### config.mk
export PLATFORM = sky130hd
export DESIGN_NAME = radix_integer_to_ascii_top
export DESIGN_NICKNAME = d
export VERILOG_FILES = /design/src/hw/rtl/rita_pkg.sv /design/src/hw/rtl/rita_div.sv /design/src/hw/rtl/rita_seq.sv /design/src/hw/rtl/radix_integer_to_ascii_top.sv
export SDC_FILE = /design/constraint.sdc
export NUM_CORES = 1
export LEC_CHECK = 0
export BUFFER_PORTS_ARGS = -buffer_cell sky130_fd_sc_hd__buf_2
export CAP_MARGIN = 20
export CORE_AREA = 5 5 147 177
export CTS_BUF_LIST = sky130_fd_sc_hd__clkbuf_16
export DETAILED_ROUTE_END_ITERATION = 12
export DIE_AREA = 0 0 152 182
export GPL_TIMING_DRIVEN = 0
export HOLD_SLACK_MARGIN = 0.06
export PLACE_DENSITY_LB_ADDON = 0.1
export SLEW_MARGIN = 20
export SYNTH_ARGS = -nofsm -noshare
export SYNTH_HDL_FRONTEND = slang
export SYNTH_HIERARCHICAL = 1
export SYNTH_SLANG_ARGS = --single-unit
export TNS_END_PERCENT = 20
### constraint.sdc
create_clock -name clk -period 2.9 [get_ports clk]
set_clock_uncertainty 0.15 [all_clocks]
set_input_delay 0.58 -clock clk [delete_from_list [all_inputs] [get_ports clk]]
set_output_delay 0.58 -clock clk [all_outputs]
set_load 0.01 [all_outputs]
### src/hw/rtl/rita_pkg.sv
// ----------------------------------------------------------------------------
// rita_pkg
// types, constants and the digit-to-character map of the radix converter
// ----------------------------------------------------------------------------
package rita_pkg;

  localparam int VALUE_W   = 31;
  localparam int RADIX_W   = 6;
  localparam int CHAR_W    = 8;
  localparam int DIGIT_W   = 6;

  localparam int VALUE_BITS_DEF  = 31;
  localparam int DIGIT_DEPTH_DEF = 32;

  localparam logic [RADIX_W-1:0] RADIX_MIN = 6'd2;
  localparam logic [RADIX_W-1:0] RADIX_BIN = 6'd2;
  localparam logic [RADIX_W-1:0] RADIX_HEX = 6'd16;

  localparam logic [CHAR_W-1:0]  CH_ZERO   = 8'h30;
  localparam logic [CHAR_W-1:0]  CH_X      = 8'h78;
  localparam logic [CHAR_W-1:0]  CH_B      = 8'h62;
  localparam logic [CHAR_W-1:0]  DIGIT_GAP = 8'd7;
  localparam logic [DIGIT_W-1:0] DIGIT_MAX = 6'd9;

  typedef struct packed {
    logic [VALUE_W-1:0] value;
    logic [RADIX_W-1:0] radix;
  } rita_in_t;

  typedef struct packed {
    logic [CHAR_W-1:0] char_code;
    logic              last;
  } rita_out_t;

  typedef struct packed {
    logic busy;
    logic done;
  } rita_div_sts_t;

  function automatic logic [CHAR_W-1:0] digit_char(input logic [DIGIT_W-1:0] d);
    logic [CHAR_W-1:0] c;
    c = CH_ZERO + {2'b00, d};
    if (d > DIGIT_MAX) begin
      c = c + DIGIT_GAP;
    end
    return c;
  endfunction

endpackage

### src/hw/rtl/rita_div.sv
// ----------------------------------------------------------------------------
// rita_div
// shared restoring divider, one quotient bit per cycle
// ----------------------------------------------------------------------------
module rita_div #(
  parameter int VALUE_BITS = rita_pkg::VALUE_BITS_DEF
) (
  input  logic                          clk,
  input  logic                          rst_n,
  input  logic                          start,
  input  logic [VALUE_BITS-1:0]         dividend,
  input  logic [rita_pkg::RADIX_W-1:0]  divisor,
  output rita_pkg::rita_div_sts_t       sts,
  output logic [VALUE_BITS-1:0]         quot,
  output logic [rita_pkg::RADIX_W-1:0]  rem
);

  localparam int CNT_W = $clog2(VALUE_BITS);

  logic [VALUE_BITS-1:0]        quot_r, quot_nxt;
  logic [rita_pkg::RADIX_W-1:0] rem_r, rem_nxt;
  logic [rita_pkg::RADIX_W-1:0] divisor_r;
  logic [CNT_W-1:0]             cnt_r;
  logic                         busy_r, done_r;
  logic [rita_pkg::RADIX_W:0]   trial;
  logic                         fits;

  always_comb begin
    trial    = {rem_r, quot_r[VALUE_BITS-1]};
    fits     = trial >= {1'b0, divisor_r};
    rem_nxt  = fits ? rita_pkg::RADIX_W'(trial - {1'b0, divisor_r})
                    : trial[rita_pkg::RADIX_W-1:0];
    quot_nxt = {quot_r[VALUE_BITS-2:0], fits};
  end

  always_ff @(posedge clk) begin
    if (!rst_n) begin
      busy_r <= 1'b0;
      done_r <= 1'b0;
      cnt_r  <= '0;
    end else begin
      done_r <= 1'b0;
      if (start) begin
        busy_r <= 1'b1;
        cnt_r  <= CNT_W'(VALUE_BITS - 1);
      end else if (busy_r) begin
        cnt_r <= cnt_r - 1'b1;
        if (cnt_r == '0) begin
          busy_r <= 1'b0;
          done_r <= 1'b1;
        end
      end
    end
  end

  always_ff @(posedge clk) begin
    if (start) begin
      quot_r    <= dividend;
      rem_r     <= '0;
      divisor_r <= divisor;
    end else if (busy_r) begin
      quot_r <= quot_nxt;
      rem_r  <= rem_nxt;
    end
  end

  assign sts.busy = busy_r;
  assign sts.done = done_r;
  assign quot     = quot_r;
  assign rem      = rem_r;

endmodule

### src/hw/rtl/rita_seq.sv
// ----------------------------------------------------------------------------
// rita_seq
// conversion sequencer: drives the divider, keeps the digits, emits the text
// ----------------------------------------------------------------------------
module rita_seq #(
  parameter int VALUE_BITS  = rita_pkg::VALUE_BITS_DEF,
  parameter int DIGIT_DEPTH = rita_pkg::DIGIT_DEPTH_DEF
) (
  input  logic                          clk,
  input  logic                          rst_n,
  input  logic                          start,
  output logic                          busy,
  input  rita_pkg::rita_in_t            in_data,
  output logic                          out_valid,
  output rita_pkg::rita_out_t           out_data,
  output logic                          div_start,
  output logic [VALUE_BITS-1:0]         div_dividend,
  output logic [rita_pkg::RADIX_W-1:0]  div_divisor,
  input  rita_pkg::rita_div_sts_t       div_sts,
  input  logic [VALUE_BITS-1:0]         div_quot,
  input  logic [rita_pkg::RADIX_W-1:0]  div_rem
);

  localparam int AW    = $clog2(DIGIT_DEPTH);
  localparam int CW    = $clog2(DIGIT_DEPTH + 1);
  localparam int EXT_W = (VALUE_BITS > rita_pkg::VALUE_W) ? VALUE_BITS : rita_pkg::VALUE_W;

  typedef enum logic [2:0] {
    S_IDLE,
    S_DIVIDE,
    S_PREFIX0,
    S_PREFIX1,
    S_READ,
    S_EMIT
  } state_t;

  state_t                       state_r;
  logic [rita_pkg::RADIX_W-1:0] radix_r;
  logic [VALUE_BITS-1:0]        remaining_r;
  logic [CW-1:0]                count_r;
  logic                         div_go_r;
  logic                         out_valid_r;
  rita_pkg::rita_out_t          out_data_r;

  logic [rita_pkg::DIGIT_W-1:0] mem [DIGIT_DEPTH];
  logic [rita_pkg::DIGIT_W-1:0] rd_data_r;
  logic [CW-1:0]                count_m1;
  logic [AW-1:0]                rd_addr;
  logic [AW-1:0]                wr_addr;
  logic [rita_pkg::DIGIT_W-1:0] wr_data;
  logic                         wr_en;

  logic [EXT_W-1:0]             value_ext;
  logic [VALUE_BITS-1:0]        value_m;
  logic                         accept;
  logic                         has_prefix;
  logic                         room;

  always_comb begin
    value_ext  = EXT_W'(in_data.value);
    value_m    = value_ext[VALUE_BITS-1:0];
    accept     = start && (state_r == S_IDLE);
    has_prefix = (radix_r == rita_pkg::RADIX_HEX) || (radix_r == rita_pkg::RADIX_BIN);
    room       = count_r < CW'(DIGIT_DEPTH);
    count_m1   = count_r - 1'b1;
    rd_addr    = count_m1[AW-1:0];
    wr_en      = 1'b0;
    wr_addr    = count_r[AW-1:0];
    wr_data    = div_rem;
    if (accept && (value_m == '0)) begin
      wr_en   = 1'b1;
      wr_addr = '0;
      wr_data = '0;
    end else if ((state_r == S_DIVIDE) && div_sts.done && room) begin
      wr_en = 1'b1;
    end
  end

  always_ff @(posedge clk) begin
    if (wr_en) begin
      mem[wr_addr] <= wr_data;
    end
    rd_data_r <= mem[rd_addr];
  end

  always_ff @(posedge clk) begin
    if (!rst_n) begin
      state_r     <= S_IDLE;
      count_r     <= '0;
      remaining_r <= '0;
      radix_r     <= rita_pkg::RADIX_MIN;
      div_go_r    <= 1'b0;
      out_valid_r <= 1'b0;
      out_data_r  <= '0;
    end else begin
      out_valid_r <= 1'b0;
      div_go_r    <= 1'b0;
      unique case (state_r)
        S_IDLE: begin
          if (accept) begin
            radix_r     <= (in_data.radix < rita_pkg::RADIX_MIN) ? rita_pkg::RADIX_MIN
                                                                 : in_data.radix;
            remaining_r <= value_m;
            if (value_m == '0) begin
              count_r <= CW'(1);
              state_r <= S_PREFIX0;
            end else begin
              count_r  <= '0;
              div_go_r <= 1'b1;
              state_r  <= S_DIVIDE;
            end
          end
        end
        S_DIVIDE: begin
          if (div_sts.done) begin
            if (room) begin
              count_r <= count_r + 1'b1;
            end
            remaining_r <= div_quot;
            if (div_quot != '0) begin
              div_go_r <= 1'b1;
            end else begin
              state_r <= S_PREFIX0;
            end
          end
        end
        S_PREFIX0: begin
          if (has_prefix) begin
            out_valid_r          <= 1'b1;
            out_data_r.char_code <= rita_pkg::CH_ZERO;
            out_data_r.last      <= 1'b0;
            state_r              <= S_PREFIX1;
          end else begin
            state_r <= S_READ;
          end
        end
        S_PREFIX1: begin
          out_valid_r          <= 1'b1;
          out_data_r.char_code <= (radix_r == rita_pkg::RADIX_HEX) ? rita_pkg::CH_X
                                                                   : rita_pkg::CH_B;
          out_data_r.last      <= 1'b0;
          state_r              <= S_READ;
        end
        S_READ: begin
          count_r <= count_r - 1'b1;
          state_r <= S_EMIT;
        end
        S_EMIT: begin
          out_valid_r          <= 1'b1;
          out_data_r.char_code <= rita_pkg::digit_char(rd_data_r);
          out_data_r.last      <= (count_r == '0);
          state_r              <= (count_r == '0) ? S_IDLE : S_READ;
        end
        default: begin
          state_r <= S_IDLE;
        end
      endcase
    end
  end

  assign busy         = (state_r != S_IDLE);
  assign out_valid    = out_valid_r;
  assign out_data     = out_data_r;
  assign div_start    = div_go_r && !div_sts.busy;
  assign div_dividend = remaining_r;
  assign div_divisor  = radix_r;

endmodule

### src/hw/rtl/radix_integer_to_ascii_top.sv
// ----------------------------------------------------------------------------
// radix_integer_to_ascii_top
// converts a non-negative integer to ascii text in radix 2 to 36
// ----------------------------------------------------------------------------
//  channel  ports                      transfer
//  input    start, busy, in_data       start high while busy low
//  result   out_valid, out_data        every cycle with out_valid high
//
//  per digit: a division in the shared divider (none for zero), then the S_READ and S_EMIT steps
//  plus the S_PREFIX0 step, and S_PREFIX1 as well when "0x" or "0b" is sent
//  the longest item at the defaults is radix 2 with 31 digits
//  synchronous reset leaves the block idle, no memory clearing
//  busy drops as the last character goes out; the receiver cannot stall
// ----------------------------------------------------------------------------
module radix_integer_to_ascii_top #(
  parameter int VALUE_BITS  = rita_pkg::VALUE_BITS_DEF,
  parameter int DIGIT_DEPTH = rita_pkg::DIGIT_DEPTH_DEF
) (
  input  logic                clk,
  input  logic                rst_n,
  input  logic                start,
  output logic                busy,
  input  rita_pkg::rita_in_t  in_data,
  output logic                out_valid,
  output rita_pkg::rita_out_t out_data
);

  logic                         div_start;
  logic [VALUE_BITS-1:0]        div_dividend;
  logic [rita_pkg::RADIX_W-1:0] div_divisor;
  rita_pkg::rita_div_sts_t      div_sts;
  logic [VALUE_BITS-1:0]        div_quot;
  logic [rita_pkg::RADIX_W-1:0] div_rem;

  rita_div #(
    .VALUE_BITS (VALUE_BITS)
  ) u_div (
    .clk      (clk),
    .rst_n    (rst_n),
    .start    (div_start),
    .dividend (div_dividend),
    .divisor  (div_divisor),
    .sts      (div_sts),
    .quot     (div_quot),
    .rem      (div_rem)
  );

  rita_seq #(
    .VALUE_BITS  (VALUE_BITS),
    .DIGIT_DEPTH (DIGIT_DEPTH)
  ) u_seq (
    .clk          (clk),
    .rst_n        (rst_n),
    .start        (start),
    .busy         (busy),
    .in_data      (in_data),
    .out_valid    (out_valid),
    .out_data     (out_data),
    .div_start    (div_start),
    .div_dividend (div_dividend),
    .div_divisor  (div_divisor),
    .div_sts      (div_sts),
    .div_quot     (div_quot),
    .div_rem      (div_rem)
  );

endmodule

==> metrics, run 1 <==
Clk pwr share 31.1%; Yosys reg bits 305; Final Cycle Share 97.2%; Cell Area, Synth 13200 µm²; Skew-Pair Late Insertion Delay 0.55 ns; commonest non-fill, non-tap cell in the layout edfxtp_1; Post-synth EDFFs 229; first-pass GRT wire length 45.4 mm; CTS buffer count 31; TritonRoute pass-1 iters 5; DRT iter0 DRCs 526; Sw Share 29.3%; WHS 0.118 ns; Setup TNS 0 ns; Pwr Density 837 nW/µm²; post-route cell area 15200 µm²; antenna violations before repair 0; yosys warns 6; final cell count without fillers 1383; sequential element share of the synthesized area 63.6%; Max Slew Vio Count 0; sequential share of power 44.5%; Setup CP Type reg2reg; status finished clean; Final ANT Viol Nets 0; gr usage total 20.4%; detailed-route via count 7981; Top Ports 51; Die Footprint 27700 µm²; Crit path required time 3.15 ns; RSZ-0062 raised after global routing true; Via-to-Cell Ratio 5.77; Mapped Nets 1003; crit-path max cell delay 0.42 ns; DPL Wire Length 19.8 mm; GPL Wtd Cong 0.827; combinational group share of total power 24.4%; diode count 0; Place WS -0.744 ns; Psw 3.73 mW; sum of buffers and inverters on the critical path 4; Initial Utilization 54.4%; die height 182 µm; area added between synthesis and finish 15.2%; Max IR drop VDD 0.000586 V; clk sinks 305; CTS root buffer clkbuf_16; drt drc 0; crit-path cells buf_8 -> buf_6 -> inv_1 -> ha_2 -> clkbuf_8 -> mux4_2 -> mux2i_2 -> o22a_1 -> o221ai_1; max-cap violation count 0; clk buf depth 3; Fill cells 1941; Reg clk slew, reported paths 0.06 ns; WL final 28.7 mm; Power Total 12.7 mW; Cells after Synth 946; row cnt 63; Port Buffers 50; fmax 355 MHz; Pint 9.01 mW; WL/cell 20.7 µm; kind of cell adding the most delay to the critical path buffers and inverters; Util after Layout 62.7%; crit end category flop; ys flop type edfxtp_1; vias in the first global route 8154; startpoint types flop; minimum clock period 2.82 ns; endpoints failing setup 0; type of the most critical hold path in2reg; worst slew pin tran 0.731 ns; dpl cells 1324; final worst slack 0.0821 ns; TritonCTS clock tree done; syn_area_per_cell 14.0 µm²; largest net degree at the start of global routing 33; WP data arrival 3.07 ns; layout cells sized above 1 26.8%; Cell variety after synth 70; ys async rst share 0%; core area 24300 µm²; nets@finish 1090; slowest stage cell on the critical path dfxtp_1; most frequent cells in the layout 229 x edfxtp_1, 89 x nand2_1, 76 x dfxtp_1, 67 x buf_2, 64 x nor2_1; CTS H-tree depth 1; critical-path maximum fanout 10; DP Area 13900 µm²; Fin. Hold Viols 0; Rel. slew slack 50.8%; total grt overflow 0; leakage power 5.26 nW; Die Wd 152 µm
[registers in the layout, summed over array words and instances, names as in the netlist]
name	cells
u_seq/count_r	6
u_div/rem	6
u_seq/div_go_r	1
u_seq/out_data	9
u_div/done_r	1
u_seq/state_r	3
u_div/busy_r	1
u_seq/out_valid	1
u_seq/div_divisor	6
u_seq/div_dividend	31
u_seq/mem	192
u_div/cnt_r	5
u_div/quot	31
u_seq/rd_data_r	6
u_div/divisor_r	6
[cell type report]
cell class	instances	area (µm²)	area share [%]
inverters	21	78.8	0.518
flip-flops and latches	305	8400	55.2
repair buffers	55	308	2.02
multi-input cells	561	4660	30.6
plain buffers	58	343	2.25
clock buffers	31	776	5.10
well taps	325	407	2.67
clock inverters	27	249	1.64
[synth_stat cells, drive strengths merged (2+ instances only)]
cell	count	area share, %
a21oi	19	0.72
nand2b	11	0.52
edfxtp	229	52
nor3b	8	0.58
o21ai	22	0.83
mux2	37	3.2
nand4	4	0.19
nand3b	4	0.23
xnor2	7	0.46
or2	2	0.095
ha	16	1.5
clkbuf	30	0.85
nor3	12	0.53
a32oi	2	0.13
nor4	18	0.85
a211oi	4	0.23
mux2i	25	1.9
a311oi	32	2.1
o211ai	3	0.17
a31oi	4	0.19
o21bai	3	0.17
inv	21	0.60
nand2	92	2.7
a221oi	2	0.13
and3	5	0.24
a22oi	4	0.23
o221ai	6	0.40
mux4	48	8.2
buf	29	1.4
o22a	6	0.40
o21a	9	0.51
dfxtp	76	12
or3	5	0.24
nand3	9	0.34
o22ai	4	0.19
nor2	95	2.7
nor2b	12	0.57
xor2	9	0.65
[worst reg2reg max path: stages (launching register included)]
cell and delay [ns]:
dfxtp_1 0.42, buf_8 0.20, buf_6 0.18, inv_1 0.14, ha_2 0.41, clkbuf_8 0.21
mux4_2 0.32, mux2i_2 0.23, o22a_1 0.22, o221ai_1 0.17
[logic make-up (layout without fill, tap and decap cells)]
kind of cell,count (synthesis),count (layout),share of synthesized area [%]
buffers and inverters,80,192,2.84
xor gates and xnor gates,16,16,1.12
muxes,110,110,13.2
adders and majority gates,17,17,1.67
and+or+nand+nor,284,284,10.2
DFF,305,305,63.6
AOI/OAI and AO/OA,134,134,7.38
[timing repair]
item,CTS,global route
setup endpoints to repair,337,198
gates resized for setup,23,52
setup buffers,0,2
hold buffers,0,0
[power groups by stage]
stage	clock (mW)	sequential, mW	combinational (mW)
after floorplan	0	5.68	2.13
after global placement	0	5.78	2.88
after detailed placement	0	5.76	3.01
after CTS	4.05	5.67	3.09
after global routing	4.24	5.71	3.41
final	3.97	5.67	3.11
[path summary, 6_finish.rpt]
check                    startpoint  cells past startpoint  slack (ns)                   end
setup / recovery   u_seq/count_r[0]                      9        0.08    u_seq/rd_data_r[2]
hold / removal           in_data[1]                      3        0.12  u_seq/div_divisor[1]
setup reg to reg   u_seq/count_r[0]                      9        0.08    u_seq/rd_data_r[2]
hold reg to reg   u_seq/out_data[7]                      1        0.33     u_seq/out_data[7]
[per-layer routing]
metal | GRT usage, % | wire length [µm]
met5 | 0 | 0
met4 | 4.71 | 533
met3 | 3.10 | 1270
met2 | 36.9 | 14900
met1 | 26.1 | 11900
No activity file was read; power rests on OpenSTA's default activity.
==> run 2, diff against run 1 <==
Settings changed: PLACE_DENSITY from default to 0.75, PLACE_DENSITY_LB_ADDON 0.1 to default, RECOVER_POWER from default to 100.
==> run 2 against run 1 <==
Sequential cell count unchanged; highest routed layer unchanged; worst hold slack got worse by 0.0070 ns; maximum frequency up 0.27%; critical path depth stayed put; final cell count shrank 0.51%; wire length is 1.2% lower; sequential share of layout area grew 0.84 points; critical path type unchanged; first-iteration DRC count increased by 30%; via count up 2.3%.
==> metrics, run 2 (synthesis results as in run 1) <==
hold endpoint u_seq/div_divisor[1] (unchanged); critical-path maximum fanout 10 (unchanged); worst slew pin tran 0.822 ns (was 0.731 ns); Storage cell area 8400 µm² (about the same); crit end category flop (unchanged); detailed-route via count 8163 (was 7981); Hold Startpoint in_data[1] (unchanged); Top Ports 51 (unchanged); commonest non-fill, non-tap cell in the layout edfxtp_1 (unchanged); vias in the first global route 8185 (was 8154); antenna violations before repair 0 (unchanged); Sw Share 29.3% (about the same); sequential share of power 45.0% (was 44.5%); Skew-Pair Late Insertion Delay 0.55 ns (about the same); Min-Delay Path Depth 3 (unchanged); Max Slew Vio Count 0 (unchanged); type of the most critical hold path in2reg (unchanged); die height 182 µm (unchanged); CTS root buffer clkbuf_16 (unchanged); RSZ-0062 raised after global routing false (was true); Port Buffers 50 (unchanged); Clk pwr share 30.9% (was 31.1%); GPL Wtd Cong 0.822 (was 0.827); most frequent cells in the layout 229 x edfxtp_1, 91 x nand2_1, 86 x nor2_1, 75 x dfxtp_1, 52 x buf_2 (was 229 x edfxtp_1, 89 x nand2_1, 76 x dfxtp_1, 67 x buf_2, 64 x nor2_1); largest net degree at the start of global routing 33 (unchanged); CTS H-tree depth 1 (unchanged); clk sinks 305 (unchanged); Pint 8.91 mW (was 9.01 mW); fmax 356 MHz (was 355 MHz); minimum clock period 2.81 ns (was 2.82 ns); first-pass GRT wire length 44.5 mm (was 45.4 mm); flop-to-flop setup slack 0.09 ns (was 0.08 ns); post-route cell area 15000 µm² (was 15200 µm²); Rel. slew slack 45.1% (was 50.8%); endpoints failing setup 0 (unchanged); combinational group share of total power 24.1% (was 24.4%); layout cells sized above 1 22.0% (was 26.8%); DRT iter0 DRCs 683 (was 526); WL/cell 20.6 µm (was 20.7 µm); Fin. Hold Viols 0 (unchanged); largest register by flop count u_seq/mem (unchanged); status finished clean (unchanged); Setup TNS 0 ns (unchanged); Setup CP Type reg2reg (unchanged); Max IR drop VDD 0.000453 V (was 0.000586 V); worst reg-to-reg path cell count 9 (unchanged); Final Cycle Share 96.9% (was 97.2%); TritonRoute pass-1 iters 6 (was 5); CTS buffer count 29 (was 31); final worst slack 0.0898 ns (was 0.0821 ns); Die Wd 152 µm (unchanged); gr usage total 20.0% (was 20.4%); DPL Wire Length 18.7 mm (was 19.8 mm); Place WS -0.641 ns (was -0.744 ns); row cnt 63 (unchanged); Psw 3.69 mW (was 3.73 mW); WHS 0.111 ns (was 0.118 ns); area added between synthesis and finish 13.5% (was 15.2%); WP data arrival 3.05 ns (was 3.07 ns); WL final 28.3 mm (was 28.7 mm); Final ANT Viol Nets 0 (unchanged); drt drc 0 (unchanged); core area 24300 µm² (unchanged); Util after Layout 61.8% (was 62.7%); nets@finish 1086 (was 1090); diode count 0 (unchanged); Initial Utilization 54.4% (unchanged); TritonCTS clock tree done (unchanged); Crit path required time 3.14 ns (was 3.15 ns); Die Footprint 27700 µm² (unchanged); Fill cells 1846 (was 1941); max-cap violation count 0 (unchanged); hold_buf cts 0 (unchanged); Multi-input gate area 4540 µm² (was 4660 µm²); worst r2r src u_seq/count_r[0] (unchanged); Reg clk slew, reported paths 0.06 ns (about the same); leakage power 5.15 nW (was 5.26 nW); Reg2Reg Capture Point u_seq/rd_data_r[3] (was u_seq/rd_data_r[2]); startpoint types flop (unchanged); DP Area 13900 µm² (about the same); total grt overflow 0 (unchanged); Via-to-Cell Ratio 5.93 (was 5.77); clk buf depth 3 (unchanged); max reg flops 192 (unchanged); Pwr Density 841 nW/µm² (was 837 nW/µm²)
[run 2: worst max-delay path: stages (launching register included)]
cell	delay, ns
dfxtp_2	0.37
buf_6	0.20
buf_6	0.19
inv_1	0.13
ha_2	0.42
clkbuf_8	0.22
mux4_2	0.33
mux2i_2	0.25
o22a_1	0.25
o221ai_1	0.14
[run 2: power groups by stage]
| stage | logic, mW | registers [mW] | clock network [mW] |
|---|---|---|---|
| 6_report | 3.04 | 5.67 | 3.89 |
| 5_1_grt | 3.31 | 5.71 | 4.15 |
| 4_1_cts | 3.03 | 5.67 | 3.95 |
| 3_5_place_dp | 2.98 | 5.76 | 0 |
| 3_3_place_gp | 2.84 | 5.77 | 0 |
| 2_1_floorplan | 2.13 | 5.68 | 0 |
[run 2: area by class of cell]
class,instances,share of cell area [%]
clock buffers,29,4.84
clock inverters,24,1.79
plain buffers,58,2.06
multi-input cells,561,30.3
repair buffers,53,1.77
inverters,21,0.526
flip-flops and latches,305,56.0
well taps,325,2.71
[run 2: what timing repair did]
action / in CTS / in global routing
gates resized for setup: 19 / 47
pin swaps: 0 / 1
hold endpoints to repair: 0 / 0
buffers inserted: 0 / 2
endpoints found under the setup margin: 334 / 251
[run 2: worst max-delay path by stage]
stage                          to              from  cells after the start  slack, ns
2_1_floorplan  u_seq/rd_data_r[4]  u_seq/count_r[0]                     10       0.19
3_3_place_gp   u_seq/rd_data_r[3]  u_seq/count_r[0]                     10      -0.61
3_5_place_dp   u_seq/rd_data_r[3]  u_seq/count_r[0]                     10      -0.64
4_1_cts          u_seq/mem[22][3]  u_seq/state_r[0]                      5      -0.08
5_1_grt        u_seq/rd_data_r[3]  u_seq/count_r[0]                      9      0.003
6_report       u_seq/rd_data_r[3]  u_seq/count_r[0]                      9       0.09
[run 2: layer usage]
metal	GRT usage, %	vias to the layer above	part of all wire (%)
met5	0	-	0
met4	5.11	0	2.1
met3	2.41	58	5.5
met2	34.6	255	51
met1	27.2	4062	42
li1	-	3788	-
[run 2: per-stage QoR]
stage | total power, mW | std cells
finish | 12.6 | 1376
global route | 13.2 | 1376
CTS | 12.7 | 1374
detailed placement | 8.74 | 1322
global placement | 8.61 | 1321
floorplan | 7.80 | 946
==> run 3, diff against run 2 <==
Settings changed: CORE_AREA 5 5 147 177 to 5 5 184 221, DIE_AREA 0 0 152 182 to 0 0 189 226, PLACE_DENSITY 0.75 to default.
==> run 3 against run 2 <==
Wire length rose by 4.8%; combinational power barely moved; count of clock-buffer cells in the layout did not move; final cell count rose by 12%; global-route usage fell by 6.4 points; register-to-register slack barely moved; largest cell class unchanged.
==> metrics, run 3 (synthesis results as in run 1) <==
status finished clean (unchanged); Initial Utilization 34.4% (was 54.4%); type of the most critical hold path in2reg (unchanged); worst reg-to-reg path cell count 8 (was 9); crit-path cells clkbuf_1 -> inv_1 -> ha_2 -> clkbuf_8 -> mux4_2 -> mux2i_2 -> o22a_1 -> o221ai_1 (was buf_6 -> buf_6 -> inv_1 -> ha_2 -> clkbuf_8 -> mux4_2 -> mux2i_2 -> o22a_1 -> o221ai_1); Setup CP Type reg2reg (unchanged); max-cap violation count 0 (unchanged); critical-path maximum fanout 10 (unchanged); total grt overflow 0 (unchanged); area added between synthesis and finish 15.6% (was 13.5%); max reg flops 192 (unchanged); sum of buffers and inverters on the critical path 3 (was 4); leakage power 5.17 nW (was 5.15 nW); minimum clock period 2.82 ns (was 2.81 ns); Port Buffers 50 (unchanged); hold endpoint u_seq/div_divisor[1] (unchanged); Crit path required time 3.16 ns (was 3.14 ns); drt drc 0 (unchanged); CTS H-tree depth 1 (unchanged); Top Ports 51 (unchanged); WL/cell 19.3 µm (was 20.6 µm); Fill cells 3558 (was 1846); clk buf depth 3 (unchanged); Storage cell area 8400 µm² (about the same); WHS 0.116 ns (was 0.111 ns); GPL Wtd Cong 0.811 (was 0.822); largest register by flop count u_seq/mem (unchanged); nets@finish 1090 (was 1086); Pwr Density 818 nW/µm² (was 841 nW/µm²); DPL Wire Length 20.7 mm (was 18.7 mm); WP data arrival 3.07 ns (was 3.05 ns); worst slew pin tran 0.780 ns (was 0.822 ns); Max IR drop VDD 0.000344 V (was 0.000453 V); Multi-input gate area 4620 µm² (was 4540 µm²); Reg2Reg Capture Point u_seq/rd_data_r[2] (was u_seq/rd_data_r[3]); DRT iter0 DRCs 542 (was 683); WL final 29.7 mm (was 28.3 mm); Min-Delay Path Depth 3 (unchanged); crit end category flop (unchanged); RSZ-0062 raised after global routing true (was false); startpoint types flop (unchanged); CTS buffer count 29 (unchanged); worst r2r src u_seq/count_r[1] (was u_seq/count_r[0]); Power Total 12.5 mW (was 12.6 mW); gr usage total 13.6% (was 20.0%); core area 38500 µm² (was 24300 µm²); kind of cell adding the most delay to the critical path buffers and inverters (unchanged); CTS root buffer clkbuf_16 (unchanged); row cnt 79 (was 63); Fin. Hold Viols 0 (unchanged); die height 226 µm (was 182 µm); Reg clk slew, reported paths 0.07 ns (was 0.06 ns); Rel. slew slack 48.0% (was 45.1%); Final ANT Viol Nets 0 (unchanged); flop-to-flop setup slack 0.08 ns (was 0.09 ns); diode count 0 (unchanged); commonest non-fill, non-tap cell in the layout edfxtp_1 (unchanged); Max Slew Vio Count 0 (unchanged); Via-to-Cell Ratio 5.24 (was 5.93); crit-path max cell delay 0.43 ns (was 0.42 ns); vias in the first global route 8173 (was 8185); antenna violations before repair 0 (unchanged); Skew-Pair Late Insertion Delay 0.55 ns (about the same); clk sinks 305 (unchanged); TritonRoute pass-1 iters 4 (was 6); first-pass GRT wire length 46.4 mm (was 44.5 mm); largest net degree at the start of global routing 33 (unchanged); Die Footprint 42700 µm² (was 27700 µm²); final cell count without fillers 1539 (was 1376); Util after Layout 39.7% (was 61.8%); Die Wd 189 µm (was 152 µm); detailed-route via count 8059 (was 8163); TritonCTS clock tree done (unchanged); Place WS -0.750 ns (was -0.641 ns); final worst slack 0.0817 ns (was 0.0898 ns); slowest stage cell on the critical path ha_2 (unchanged); Hold Startpoint in_data[1] (unchanged); endpoints failing setup 0 (unchanged); Final Cycle Share 97.2% (was 96.9%); dpl cells 1484 (was 1322); hold_buf cts 0 (unchanged); fmax 355 MHz (was 356 MHz); most frequent cells in the layout 229 x edfxtp_1, 90 x nand2_1, 76 x dfxtp_1, 64 x nor2_1, 55 x buf_2 (was 229 x edfxtp_1, 91 x nand2_1, 86 x nor2_1, 75 x dfxtp_1, 52 x buf_2); layout cells sized above 1 25.0% (was 22.0%)
run 3: cell count changes in the layout (fill, tap and decap cells not counted), moves of 3 or more:
cell | before | now
nor2_4 | 0 | 4
clkbuf_1 | 42 | 38
buf_4 | 5 | 8
buf_6 | 3 | 7
clkinv_2 | 2 | 7
buf_2 | 52 | 55
clkinv_1 | 8 | 2
nor2_1 | 86 | 64
inv_1 | 22 | 25
nor2_2 | 9 | 27
run 3: what timing repair did:
action	CTS	global route
gates resized for setup	36	28
pin swaps	1	1
buffers inserted	2	3
setup endpoints to repair	414	218
gates cloned	0	0
run 3: final cells by class:
cell class	count	share of cell area, %
Buffer	58	2.09
Sequential cell	305	55.0
Tap cell	486	3.98
Clock buffer	29	4.75
Clock inverter	22	1.43
Timing Repair Buffer	57	1.94
Inverter	21	0.516
Multi-Input combinational cell	561	30.3
run 3: how the worst max path moves through the flow:
stage,slack [ns],to,from,depth (start not counted)
final,0.08,u_seq/rd_data_r[2],u_seq/count_r[1],8
after global routing,-0.04,u_seq/rd_data_r[5],u_seq/count_r[1],8
after CTS,-0.24,u_seq/mem[18][4],u_seq/state_r[0],5
after detailed placement,-0.75,u_seq/rd_data_r[2],u_seq/count_r[0],10
after global placement,-0.70,u_seq/rd_data_r[2],u_seq/count_r[0],10
after floorplan,0.19,u_seq/rd_data_r[4],u_seq/count_r[0],10
run 3: per-stage QoR:
stage | area (µm²) | setup TNS [ns]
6_report | 15300 | 0
5_1_grt | 15300 | -0.469
4_1_cts | 15200 | -29.18
3_5_place_dp | 14100 | -96.30
3_3_place_gp | 14100 | -127.39
2_1_floorplan | 13200 | 0
run 3: per-layer routing:
| metal | wire length (µm) | track usage (%) | up-vias |
|---|---|---|---|
| li1 | - | - | 3789 |
| met4 | 835 | 4.51 | 0 |
| met3 | 1240 | 1.95 | 48 |
| met1 | 12500 | 16.7 | 4018 |
| met2 | 15200 | 24.8 | 204 |
| met5 | 0 | 0 | - |
run 3: tightest hold or removal path, cell delays in order:
cell,delay [ns]
buf_2,0.09
o22ai_1,0.06
nand2_1,0.06
run 3: power breakdown:
group	internal (mW)	leakage [nW]	switching, mW	total [mW]
clock network	2.17	0.474	1.57	3.75
registers	5.41	2.73	0.255	5.67
logic	1.26	1.96	1.82	3.07
